### src/design/nearest_palette_color_assert.svh
// ----------------------------------------------------------------------------
// nearest_palette_color_assert.svh
// assertion macros shared by the nearest palette color design
// ----------------------------------------------------------------------------
`ifndef NEAREST_PALETTE_COLOR_ASSERT_SVH
`define NEAREST_PALETTE_COLOR_ASSERT_SVH

// same-cycle implication, clocked on clk, off during reset
`define NPC_ASSERT_NOW(lbl, ante, cons, msg) \
	lbl: assert property (@(posedge clk) disable iff (!arst_n) (ante) |-> (cons)) \
		else $error(msg);

// next-cycle implication, clocked on clk, off during reset
`define NPC_ASSERT_NEXT(lbl, ante, cons, msg) \
	lbl: assert property (@(posedge clk) disable iff (!arst_n) (ante) |=> (cons)) \
		else $error(msg);

`endif

### src/design/npc_pkg.sv
// ----------------------------------------------------------------------------
// npc_pkg
// shared constants and types of the nearest palette color search
// ----------------------------------------------------------------------------
package npc_pkg;

	localparam int ENTRIES = 64;
	localparam int IDX_W = (ENTRIES > 1) ? $clog2(ENTRIES) : 1;
	localparam int COLOR_W = 24;
	localparam int CHAN_W = 8;
	localparam int OUT_W = 6;
	localparam int DIST_W = 18;
	localparam int SEL_W = 9;

	localparam logic [DIST_W-1:0] START_DIST = DIST_W'(3 * 255 * 255);
	localparam logic [OUT_W-1:0] BLACK_INDEX = OUT_W'(8'h0F);

	localparam logic KIND_LOAD = 1'b0;
	localparam logic KIND_QUERY = 1'b1;

	typedef struct packed {
		logic start;
		logic valid;
		logic [IDX_W-1:0] idx;
	} scan_ctl_t;

endpackage

### src/design/npc_cell.sv
// ----------------------------------------------------------------------------
// npc_cell
// one palette entry of the rotating ring, loadable by index
// ----------------------------------------------------------------------------
module npc_cell (
	input  logic clk,
	input  logic load_en,
	input  logic shift_en,
	input  logic [npc_pkg::COLOR_W-1:0] load_word,
	input  logic [npc_pkg::COLOR_W-1:0] next_word,
	output logic [npc_pkg::COLOR_W-1:0] word
);
	import npc_pkg::*;

	logic [COLOR_W-1:0] word_q;

	always_ff @(posedge clk) begin
		if (load_en) begin
			word_q <= load_word;
		end else if (shift_en) begin
			word_q <= next_word;
		end
	end

	assign word = word_q;

endmodule

### src/design/npc_dist.sv
// ----------------------------------------------------------------------------
// npc_dist
// squared rgb distance and running minimum over the scanned entries
// ----------------------------------------------------------------------------
module npc_dist (
	input  logic clk,
	input  logic arst_n,
	input  npc_pkg::scan_ctl_t ctl,
	input  logic [npc_pkg::CHAN_W-1:0] red,
	input  logic [npc_pkg::CHAN_W-1:0] green,
	input  logic [npc_pkg::CHAN_W-1:0] blue,
	input  logic [npc_pkg::COLOR_W-1:0] head_word,
	output logic [npc_pkg::IDX_W-1:0] best_idx
);
	import npc_pkg::*;

	localparam int SQ_W = 2 * CHAN_W;

	logic [CHAN_W-1:0] er, eg, eb;
	logic [CHAN_W-1:0] dr, dg, db;
	logic [SQ_W-1:0] sq_r_s1, sq_g_s1, sq_b_s1;
	logic [IDX_W-1:0] idx_s1;
	logic valid_s1;
	logic [DIST_W-1:0] sum_dist;
	logic [DIST_W-1:0] best_dist_q;
	logic [IDX_W-1:0] best_idx_q;

	assign er = head_word[3*CHAN_W-1:2*CHAN_W];
	assign eg = head_word[2*CHAN_W-1:CHAN_W];
	assign eb = head_word[CHAN_W-1:0];

	assign dr = (red >= er) ? (red - er) : (er - red);
	assign dg = (green >= eg) ? (green - eg) : (eg - green);
	assign db = (blue >= eb) ? (blue - eb) : (eb - blue);

	always_ff @(posedge clk) begin
		sq_r_s1 <= SQ_W'(dr) * SQ_W'(dr);
		sq_g_s1 <= SQ_W'(dg) * SQ_W'(dg);
		sq_b_s1 <= SQ_W'(db) * SQ_W'(db);
		idx_s1 <= ctl.idx;
	end

	always_ff @(posedge clk or negedge arst_n) begin
		if (!arst_n) begin
			valid_s1 <= 1'b0;
		end else begin
			valid_s1 <= ctl.valid;
		end
	end

	assign sum_dist = DIST_W'(sq_r_s1) + DIST_W'(sq_g_s1) + DIST_W'(sq_b_s1);

	// strict compare keeps the lowest index on ties
	always_ff @(posedge clk) begin
		if (ctl.start) begin
			best_dist_q <= START_DIST;
			best_idx_q <= '0;
		end else if (valid_s1 && (sum_dist < best_dist_q)) begin
			best_dist_q <= sum_dist;
			best_idx_q <= idx_s1;
		end
	end

	assign best_idx = best_idx_q;

endmodule

### src/design/nearest_palette_color.sv
// ----------------------------------------------------------------------------
// nearest_palette_color
// nearest palette entry search over a ring of ENTRIES loadable cells
// a load word is taken while idle and writes its cell; it gives no result
// a query word yields its result after ST_SCAN, ST_DRAIN and ST_DONE, and the
// next word is taken once the result is loaded; the ring rotates once past
// one distance unit. a black query skips the scan and yields index 15; reset
// clears control only, palette cells are undefined until loaded
// ----------------------------------------------------------------------------
`include "nearest_palette_color_assert.svh"

module nearest_palette_color (
	input  logic clk,
	input  logic arst_n,
	input  logic s_tvalid,
	output logic s_tready,
	input  logic [31:0] s_tdata, // entry_index, red, green, blue
	input  logic s_tuser,        // kind
	output logic m_tvalid,
	input  logic m_tready,
	output logic [7:0] m_tdata   // color_index
);
	import npc_pkg::*;

	localparam logic [1:0] ST_IDLE = 2'd0;
	localparam logic [1:0] ST_SCAN = 2'd1;
	localparam logic [1:0] ST_DRAIN = 2'd2;
	localparam logic [1:0] ST_DONE = 2'd3;
	localparam logic [IDX_W-1:0] LAST_IDX = IDX_W'(ENTRIES - 1);

	logic [1:0] state_q;
	logic [IDX_W-1:0] cnt_q;
	logic black_q;
	logic [CHAN_W-1:0] red_q, green_q, blue_q;
	logic m_tvalid_q;
	logic [OUT_W-1:0] color_index_q;

	logic [OUT_W-1:0] entry_index;
	logic [CHAN_W-1:0] red, green, blue;
	logic accept, load_hit, query_hit, is_black, out_load;
	logic [COLOR_W-1:0] words [ENTRIES];
	logic [IDX_W-1:0] best_idx;
	logic [IDX_W+OUT_W-1:0] best_wide;
	logic [OUT_W-1:0] result;
	scan_ctl_t ctl;

	assign entry_index = s_tdata[5:0];
	assign red = s_tdata[13:6];
	assign green = s_tdata[21:14];
	assign blue = s_tdata[29:22];

	assign s_tready = (state_q == ST_IDLE);
	assign accept = s_tvalid && s_tready;
	assign load_hit = accept && (s_tuser == KIND_LOAD);
	assign query_hit = accept && (s_tuser == KIND_QUERY);
	assign is_black = ({red, green, blue} == '0);

	// palette ring, cell 0 feeds the distance unit
	for (genvar i = 0; i < ENTRIES; i++) begin : g_cell
		localparam int NXT = (i + 1) % ENTRIES;
		logic ld_en;

		assign ld_en = load_hit && ({3'b000, entry_index} == SEL_W'(i));

		npc_cell u_cell (
			.clk       (clk),
			.load_en   (ld_en),
			.shift_en  (state_q == ST_SCAN),
			.load_word ({red, green, blue}),
			.next_word (words[NXT]),
			.word      (words[i])
		);
	end

	assign ctl.start = query_hit && !is_black;
	assign ctl.valid = (state_q == ST_SCAN);
	assign ctl.idx = cnt_q;

	npc_dist u_dist (
		.clk       (clk),
		.arst_n    (arst_n),
		.ctl       (ctl),
		.red       (red_q),
		.green     (green_q),
		.blue      (blue_q),
		.head_word (words[0]),
		.best_idx  (best_idx)
	);

	always_ff @(posedge clk) begin
		if (query_hit) begin
			red_q <= red;
			green_q <= green;
			blue_q <= blue;
		end
	end

	always_ff @(posedge clk or negedge arst_n) begin
		if (!arst_n) begin
			state_q <= ST_IDLE;
			cnt_q <= '0;
			black_q <= 1'b0;
		end else begin
			case (state_q)
				ST_IDLE: begin
					if (query_hit) begin
						black_q <= is_black;
						cnt_q <= '0;
						state_q <= is_black ? ST_DONE : ST_SCAN;
					end
				end
				ST_SCAN: begin
					cnt_q <= cnt_q + 1'b1;
					if (cnt_q == LAST_IDX) begin
						state_q <= ST_DRAIN;
					end
				end
				ST_DRAIN: begin
					state_q <= ST_DONE;
				end
				ST_DONE: begin
					if (out_load) begin
						state_q <= ST_IDLE;
					end
				end
				default: begin
					state_q <= ST_IDLE;
				end
			endcase
		end
	end

	assign best_wide = {{OUT_W{1'b0}}, best_idx};
	assign result = black_q ? BLACK_INDEX : best_wide[OUT_W-1:0];
	assign out_load = (state_q == ST_DONE) && (!m_tvalid_q || m_tready);

	always_ff @(posedge clk or negedge arst_n) begin
		if (!arst_n) begin
			m_tvalid_q <= 1'b0;
		end else if (out_load) begin
			m_tvalid_q <= 1'b1;
		end else if (m_tready) begin
			m_tvalid_q <= 1'b0;
		end
	end

	always_ff @(posedge clk) begin
		if (out_load) begin
			color_index_q <= result;
		end
	end

	assign m_tvalid = m_tvalid_q;
	assign m_tdata = {{(8 - OUT_W){1'b0}}, color_index_q};

	`NPC_ASSERT_NEXT(a_scan_ends, (state_q == ST_SCAN) && (cnt_q == LAST_IDX),
		state_q == ST_DRAIN, "scan did not end after the last entry")
	`NPC_ASSERT_NEXT(a_black_short, query_hit && is_black,
		(state_q == ST_DONE) && black_q, "black query did not skip the scan")
	`NPC_ASSERT_NOW(a_result_src, $rose(m_tvalid_q),
		$past(state_q) == ST_DONE, "result word raised outside the done state")

endmodule

### config.mk
export PLATFORM = sky130hd
export DESIGN_NAME = nearest_palette_color
export DESIGN_NICKNAME = d
export VERILOG_FILES = /design/src/design/npc_pkg.sv /design/src/design/npc_cell.sv /design/src/design/npc_dist.sv /design/src/design/nearest_palette_color.sv
export VERILOG_INCLUDE_DIRS = /design/src /design/src/design
export SDC_FILE = /design/constraint.sdc
export NUM_CORES = 2
export LEC_CHECK = 0
export BUFFER_PORTS_ARGS = -buffer_cell sky130_fd_sc_hd__buf_2
export CAP_MARGIN = 20
export CORE_UTILIZATION = 50
export DETAILED_ROUTE_END_ITERATION = 8
export PLACE_DENSITY = 0.74
export SYNTH_ARGS = -nofsm -noshare
export SYNTH_HDL_FRONTEND = slang
export SYNTH_HIERARCHICAL = 1
export SYNTH_SLANG_ARGS = --single-unit
export TNS_END_PERCENT = 20
### constraint.sdc
create_clock -name clk -period 12 [get_ports clk]
set_clock_uncertainty 0.1 [all_clocks]
set_input_delay 1.2 -clock clk [delete_from_list [all_inputs] [get_ports clk]]
set_output_delay 1.2 -clock clk [all_outputs]
set_load 0.05 [all_outputs]
# --- After elaboration in Yosys (flattened, before gate mapping) ---
# Index checks and enable logic that the tools add are counted.
classes:
  n_addsub: 9
  n_mul: 3
  n_lt_le_gt_ge: 4
  eq_ne: 70
  muxes: 140
  bitwise_logic: 1
  reduce_logical: 145
op_table:
  columns: ["operator", "n"]
  rows:
  - ["24-bit two-way mux", 128]
  - ["6-bit equality test, second input constant", 33]
  - ["2-bit nonzero test", 66]
  - ["6-bit by 5-bit equality test with 1-bit output, second input constant", 16]
  - ["1-bit logical AND", 70]
  - ["6-bit by 4-bit equality test with 1-bit output, second input constant", 8]
  - ["8-bit by 8-bit multiplier with 16-bit output", 3]
  - ["8-bit subtractor", 6]
  - ["6-bit by 3-bit equality test with 1-bit output, second input constant", 4]
  - ["8-bit greater-or-equal comparator", 3]
  - ["24-bit zero test", 1]
  - ["8-bit two-way mux", 3]
  - ["18-bit by 16-bit adder with 18-bit output", 1]
  - ["18-bit < comparator", 1]
  - ["16-bit by 16-bit adder with 17-bit output", 1]
  - ["6-bit by 2-bit equality test with 1-bit output, second input constant", 2]
  - ["6-bit case mux with 2 select lines", 1]
  - ["2-bit two-way mux", 4]
  - ["2-bit case mux with 4 select lines", 1]
  - ["6-bit by 1-bit adder with 6-bit output, second input constant", 1]
  - ["6-bit by 1-bit equality test with 1-bit output, second input constant", 1]
  - ["6-bit zero test", 1]
  - ["6-bit two-way mux", 1]
  - ["2-bit equality test, second input constant", 2]
  - ["10 further kinds", 14]
word_totals:
  regBits: 1655
  input_bits: 37
  out_inout_bits: 10

# --- Depth between registers and ports, before layout ---
depth:
  depth_word: 5
  ltp_mapped: 26

# --- Modules after synthesis ---
# The synthesis kept the hierarchy.
modules_own_cells:
  columns: ["mod", "n_inst", "cells_each", "area_per_inst_um2"]
  rows:
  - ["npc_cell", 64, 52, 1119.8]
  - ["npc_dist", 1, 1134, 10053.4]
  - ["nearest_palette_color", 1, 222, 2088.3]

# --- Least setup slack after synthesis ---
# No wires, ideal clock.
synth_path:
  kind: "reg2reg"
  start: "register red_q[0]"
  end: "register u_dist.sq_r_s1[12]"
  setup_ps: 79
  t_arrival_ps: 5968
  setup_slack_ps: 5853
  path_stages_with_launch: 26
  path_buffers: 1
  path_cell_list: "edfxtp_1 > inv_1 > ha_1 > inv_1 > fa_1 > nand3_1 > a31oi_1 > a211oi_4 > mux2i_1 > xnor2_1 > buf_2 > nor2_1 > inv_1 > fa_1 > inv_1 > fa_1 > inv_1 > fa_1 > fa_1 > inv_1 > ha_1 > o21a_1 > o31a_1 > o31ai_1 > or4b_1 > o211ai_1"
synth_via:
  elab_chain_len: 3
synth_rtl:
  columns: ["item", "line", "text"]
  rows:
  - ["start, declared", "nearest_palette_color.sv:34", "logic [CHAN_W-1:0] red_q, green_q, blue_q;"]
  - ["start signal, assigned", "nearest_palette_color.sv:92", "red_q <= red;"]
  - ["8-bit subtractor or 8-bit greater-or-equal comparator (tied branches)", "npc_dist.sv:32", "assign dr = (red >= er) ? (red - er) : (er - red);"]
  - ["8-bit two-way mux (*)", "npc_dist.sv:32", null]
  - ["8-bit by 8-bit multiplier with 16-bit output (*)", "npc_dist.sv:37", "sq_r_s1 <= SQ_W'(dr) * SQ_W'(dr);"]
  - ["end signal, assigned", "npc_dist.sv:37", null]
  - ["end, declared", "npc_dist.sv:21", "logic [SQ_W-1:0] sq_r_s1, sq_g_s1, sq_b_s1;"]
# Every way passes the cells marked *; elsewhere a longest branch is shown, timed or not.
# A chain may end at the register's enable or synchronous reset.

# --- Final worst setup path ---
layout_path:
  start: "register g_cell[0].u_cell.word_q[16]"
  end: "register u_dist.sq_r_s1[12]"
layout_via:
  elab_chain_len: 3
layout_rtl:
  columns: ["item", "line", "text"]
  rows:
  - ["start, declared", "npc_cell.sv:15", "logic [COLOR_W-1:0] word_q;"]
  - ["start signal, assigned", "npc_cell.sv:19", "word_q <= load_word;"]
  - ["start signal, assigned", "npc_cell.sv:21", "word_q <= next_word;"]
  - ["8-bit subtractor or 8-bit greater-or-equal comparator (tied branches)", "npc_dist.sv:32", null]
  - ["8-bit two-way mux (*)", "npc_dist.sv:32", null]
  - ["8-bit by 8-bit multiplier with 16-bit output (*)", "npc_dist.sv:37", null]
# Marked as above.

==> impl_metrics.sql <==
INSERT INTO impl_metrics (metric_group, metric, value, unit) VALUES
('final_layout', 'multi_input_comb_area', '31000', 'µm²'),
('critical_path', 'critPathCaptureType', 'flop', ''),
('job', 'max_cap_violations', '0', ''),
('yosys', 'edff_count_synth', '1566', ''),
('sta', 'final_critical_path_setup_slack', '5.13', 'ns'),
('clock_tree', 'cts.path.max_buffers', '3', ''),
('detailed_routing', 'totalWireLength', '175000', 'µm'),
('final_layout', 'post_route_cells_drive_above_1_share', '41.1', '%'),
('detailed_routing', 'drt-vias-per-instance', '5.70', ''),
('final_layout', 'regArea', '48800', 'µm²'),
('worst_hold_path', 'hold_path_class', 'input pin to asynchronous set/reset pin', ''),
('detailed_routing', 'remaining_drc_errors', '0', ''),
('die', 'placement_rows', '149', ''),
('detailed_routing', 'initial_detailed_routing_violation_count', '3529', ''),
('global_routing', 'via_count_of_the_first_global_routing_pass', '41700', ''),
('sta', 'final_period_minus_worst_setup_slack', '6.87', 'ns'),
('final_layout', 'number_of_nets_in_the_layout', '5096', ''),
('die', 'coreArea', '166000', 'µm²'),
('final_layout', 'layout.filler_cells', '12500', ''),
('die', 'ports_placed_on_the_boundary', '47', ''),
('clock_tree', 'tritoncts.num_buffers', '163', ''),
('sta', 'maxClockFrequency', '146', 'MHz'),
('sta', 'min_period_over_period', '57.3', '%'),
('clock_tree', 'clk_latency', '0.81', 'ns'),
('placement', 'gp_congestion', '0.826', ''),
('outcome', 'status', 'finished, final reports clean', ''),
('detailed_routing', 'final_antenna_net_count', '0', ''),
('detailed_routing', 'post_drt_wl_per_cell', '24.7', 'µm'),
('critical_path', 'worst_ep_required_time', '12.60', 'ns'),
('placement', 'port-buffer-count', '42', ''),
('final_layout', 'areaGrowthSynthToFinish', '8.04', '%'),
('yosys', 'mappedNetlistArea', '83800', 'µm²'),
('yosys', 'synth.avg_cell_area', '17.9', 'µm²'),
('critical_path', 'path_class', 'flop to flop', ''),
('yosys', 'post_synth_inst_count', '4684', ''),
('critical_path', 'worst_setup_path_start_kind', 'flop', ''),
('global_routing', 'grt_pass1_wl', '266000', 'µm'),
('global_routing', 'antenna_found_initial', '5', ''),
('sta', 'setup_tns', '0', 'ns'),
('yosys', 'synth-warning-count', '6', ''),
('die', 'die_h', '411', 'µm'),
('detailed_routing', 'num_vias', '40500', ''),
('yosys', 'synth_ff_type', 'edfxtp_1', ''),
('placement', 'place_ws', '5.18', 'ns'),
('placement', 'post-place-cells', '6791', ''),
('clock_tree', 'cts_num_sinks', '1652', ''),
('critical_path', 'worst-endpoint-arrival', '7.47', 'ns'),
('clock_tree', 'clock_pin_slew_reported_for_the_worst_setup_and_hold_paths_after_clock_tree_synthesis', '0.06', 'ns'),
('sta', 'max_slew.worst_pin.slew', '1.14', 'ns'),
('global_routing', 'grt_util_all_layers', '20.6', '%'),
('sta', 'grt_setup_unrepaired', 'no', ''),
('global_routing', 'grt-ovfl-total', '0', ''),
('yosys', 'async_flop_share', '0.666', '%'),
('final_layout', 'antenna-diode-count', '0', ''),
('clock_tree', 'cts_htree_levels', '4', ''),
('critical_path', 'path_max_fanout', '9', ''),
('yosys', 'sequential_fraction_of_the_synthesis_area', '58.2', '%'),
('placement', 'placement.cell_area', '84800', 'µm²'),
('yosys', 'synth-seq-cells', '1652', ''),
('sta', 'max_slew_margin', '24.0', '%'),
('global_routing', 'grt_max_degree', '67', ''),
('placement', 'dp_hpwl', '105000', 'µm'),
('clock_tree', 'cts_repair_resize_count', '0', ''),
('die', 'die-area', '169000', 'µm²'),
('sta', 'slew_violations', '0', ''),
('detailed_routing', 'dr.pass1.iters', '6', ''),
('die', 'die_width', '411', 'µm'),
('clock_tree', 'cts.root.buffer_cell', 'clkbuf_16', ''),
('sta', 'finalSetupViolations', '0', ''),
('final_layout', 'finalInstanceArea', '90600', 'µm²'),
('final_layout', 'most-common-layout-cells', 'edfxtp_1, mux2_4, mux2_2', ''),
('yosys', 'synthDistinctLibCells', '65', ''),
('clock_tree', 'post_cts_buffers', '0', ''),
('final_layout', 'final_cell_count_no_fill', '7105', ''),
('clock_tree', 'tritoncts', 'yes', ''),
('sta', 'final_hold_viol_count', '0', ''),
('die', 'starting_density', '50.6', '%'),
('final_layout', 'mostFrequentLayoutCell', 'edfxtp_1', ''),
('clock_tree', 'cts-hold-fix-buffers', '0', '');
logic make-up after synthesis:
logic type | Yosys count | synth area share, %
flops | 1652 | 58.2
xor+xnor | 77 | 0.912
other cells | 3 | 0.0134
fa+ha+maj | 268 | 4.87
simple gates | 422 | 2.42
mux | 1575 | 26.6
buf+inv | 452 | 5.14
compound gates | 235 | 1.86
registers in the layout (all words and copies together), names as in the netlist:
register	cells
g_cell.u_cell/word	1536
u_dist/best_dist_q	18
u_dist/sq_b_s1	15
u_dist/sq_g_s1	15
u_dist/sq_r_s1	15
blue_q	8
green_q	8
red_q	8
cnt_q	6
color_index_q	6
u_dist/best_idx	6
u_dist/idx_s1	6
state_q	2
black_q	1
m_tvalid	1
u_dist/valid_s1	1
final cells by class:
type,count,share of cell area (%)
Multi-Input combinational cell,2582,34.3
Clock buffer,202,4.79
Tap cell,2189,3.02
Timing Repair Buffer,165,2.23
Clock inverter,88,0.836
Inverter,227,0.941
Sequential cell,1652,53.9
layer usage:
layer	GRT usage [%]	routed length, µm	vias up
met5	0	69	-
met3	4.16	11000	233
met2	32.8	82500	1150
met1	28.9	78000	21300
li1	-	-	17800
met4	5.31	3690	10
per-stage QoR:
step	utilization (%)	hold WS (ns)
3_3_place_gp	50.9	0.312
6_report	54.6	0.188
2_1_floorplan	-	0.292
5_1_grt	54.6	0.168
4_1_cts	54.3	0.137
3_5_place_dp	51.2	0.308
final timing paths:
| kind | from | to | slack [ns] | cells after the start |
|---|---|---|---|---|
| worst max-delay path | g_cell[0].u_cell/word[16]$_DFFE_PP_ | u_dist/sq_r_s1[12]$_DFF_P_ | 5.13 | 24 |
| worst min-delay path | arst_n | u_dist/valid_s1$_DFF_PN0_ | 0.19 | 1 |
| worst max register to register | g_cell[0].u_cell/word[16]$_DFFE_PP_ | u_dist/sq_r_s1[12]$_DFF_P_ | 5.13 | 24 |
| worst min register to register | cnt_q[1]$_DFFE_PN0P_ | u_dist/idx_s1[1]$_DFF_P_ | 0.33 | 0 |
| max in group asynchronous | arst_n | state_q[0]$_DFFE_PN0P_ | 11.39 | 1 |
| min in group clk | cnt_q[1]$_DFFE_PN0P_ | u_dist/idx_s1[1]$_DFF_P_ | 0.33 | 0 |
worst max-delay path, cell delays in order (launching register included):
cell and delay [ns]:
edfxtp_1 0.47, ha_1 0.22, inv_1 0.06, fa_1 0.39, nand3_1 0.14, a31oi_1 0.14
a211oi_4 0.49, mux2i_1 0.28, xor2_1 0.58, inv_1 0.17, nand2_1 0.20, fa_1 0.20
inv_1 0.06, fa_1 0.47, ha_1 0.29, inv_1 0.05, fa_1 0.48, inv_1 0.04
ha_1 0.31, a21oi_1 0.23, nor2b_1 0.09, o31a_1 0.26, o31ai_1 0.49, or4b_1 0.49
o211ai_1 0.11
synthesized netlist by cell type (61+ instances only):
library cell / n / area (µm²)
edfxtp_1: 1566 / 47000
mux2_4: 1216 / 18300
mux2_2: 321 / 3610
inv_1: 226 / 848
nor2_1: 189 / 709
ha_1: 171 / 2140
buf_12: 128 / 2560
fa_1: 97 / 1940
dfxtp_1: 75 / 1500
buf_6: 68 / 766
or2_1: 66 / 413
a21oi_1: 61 / 305
Power is left out: the tool's default activity adds up to more than one toggle a clock period on the data nets, which glitch-free logic cannot reach.
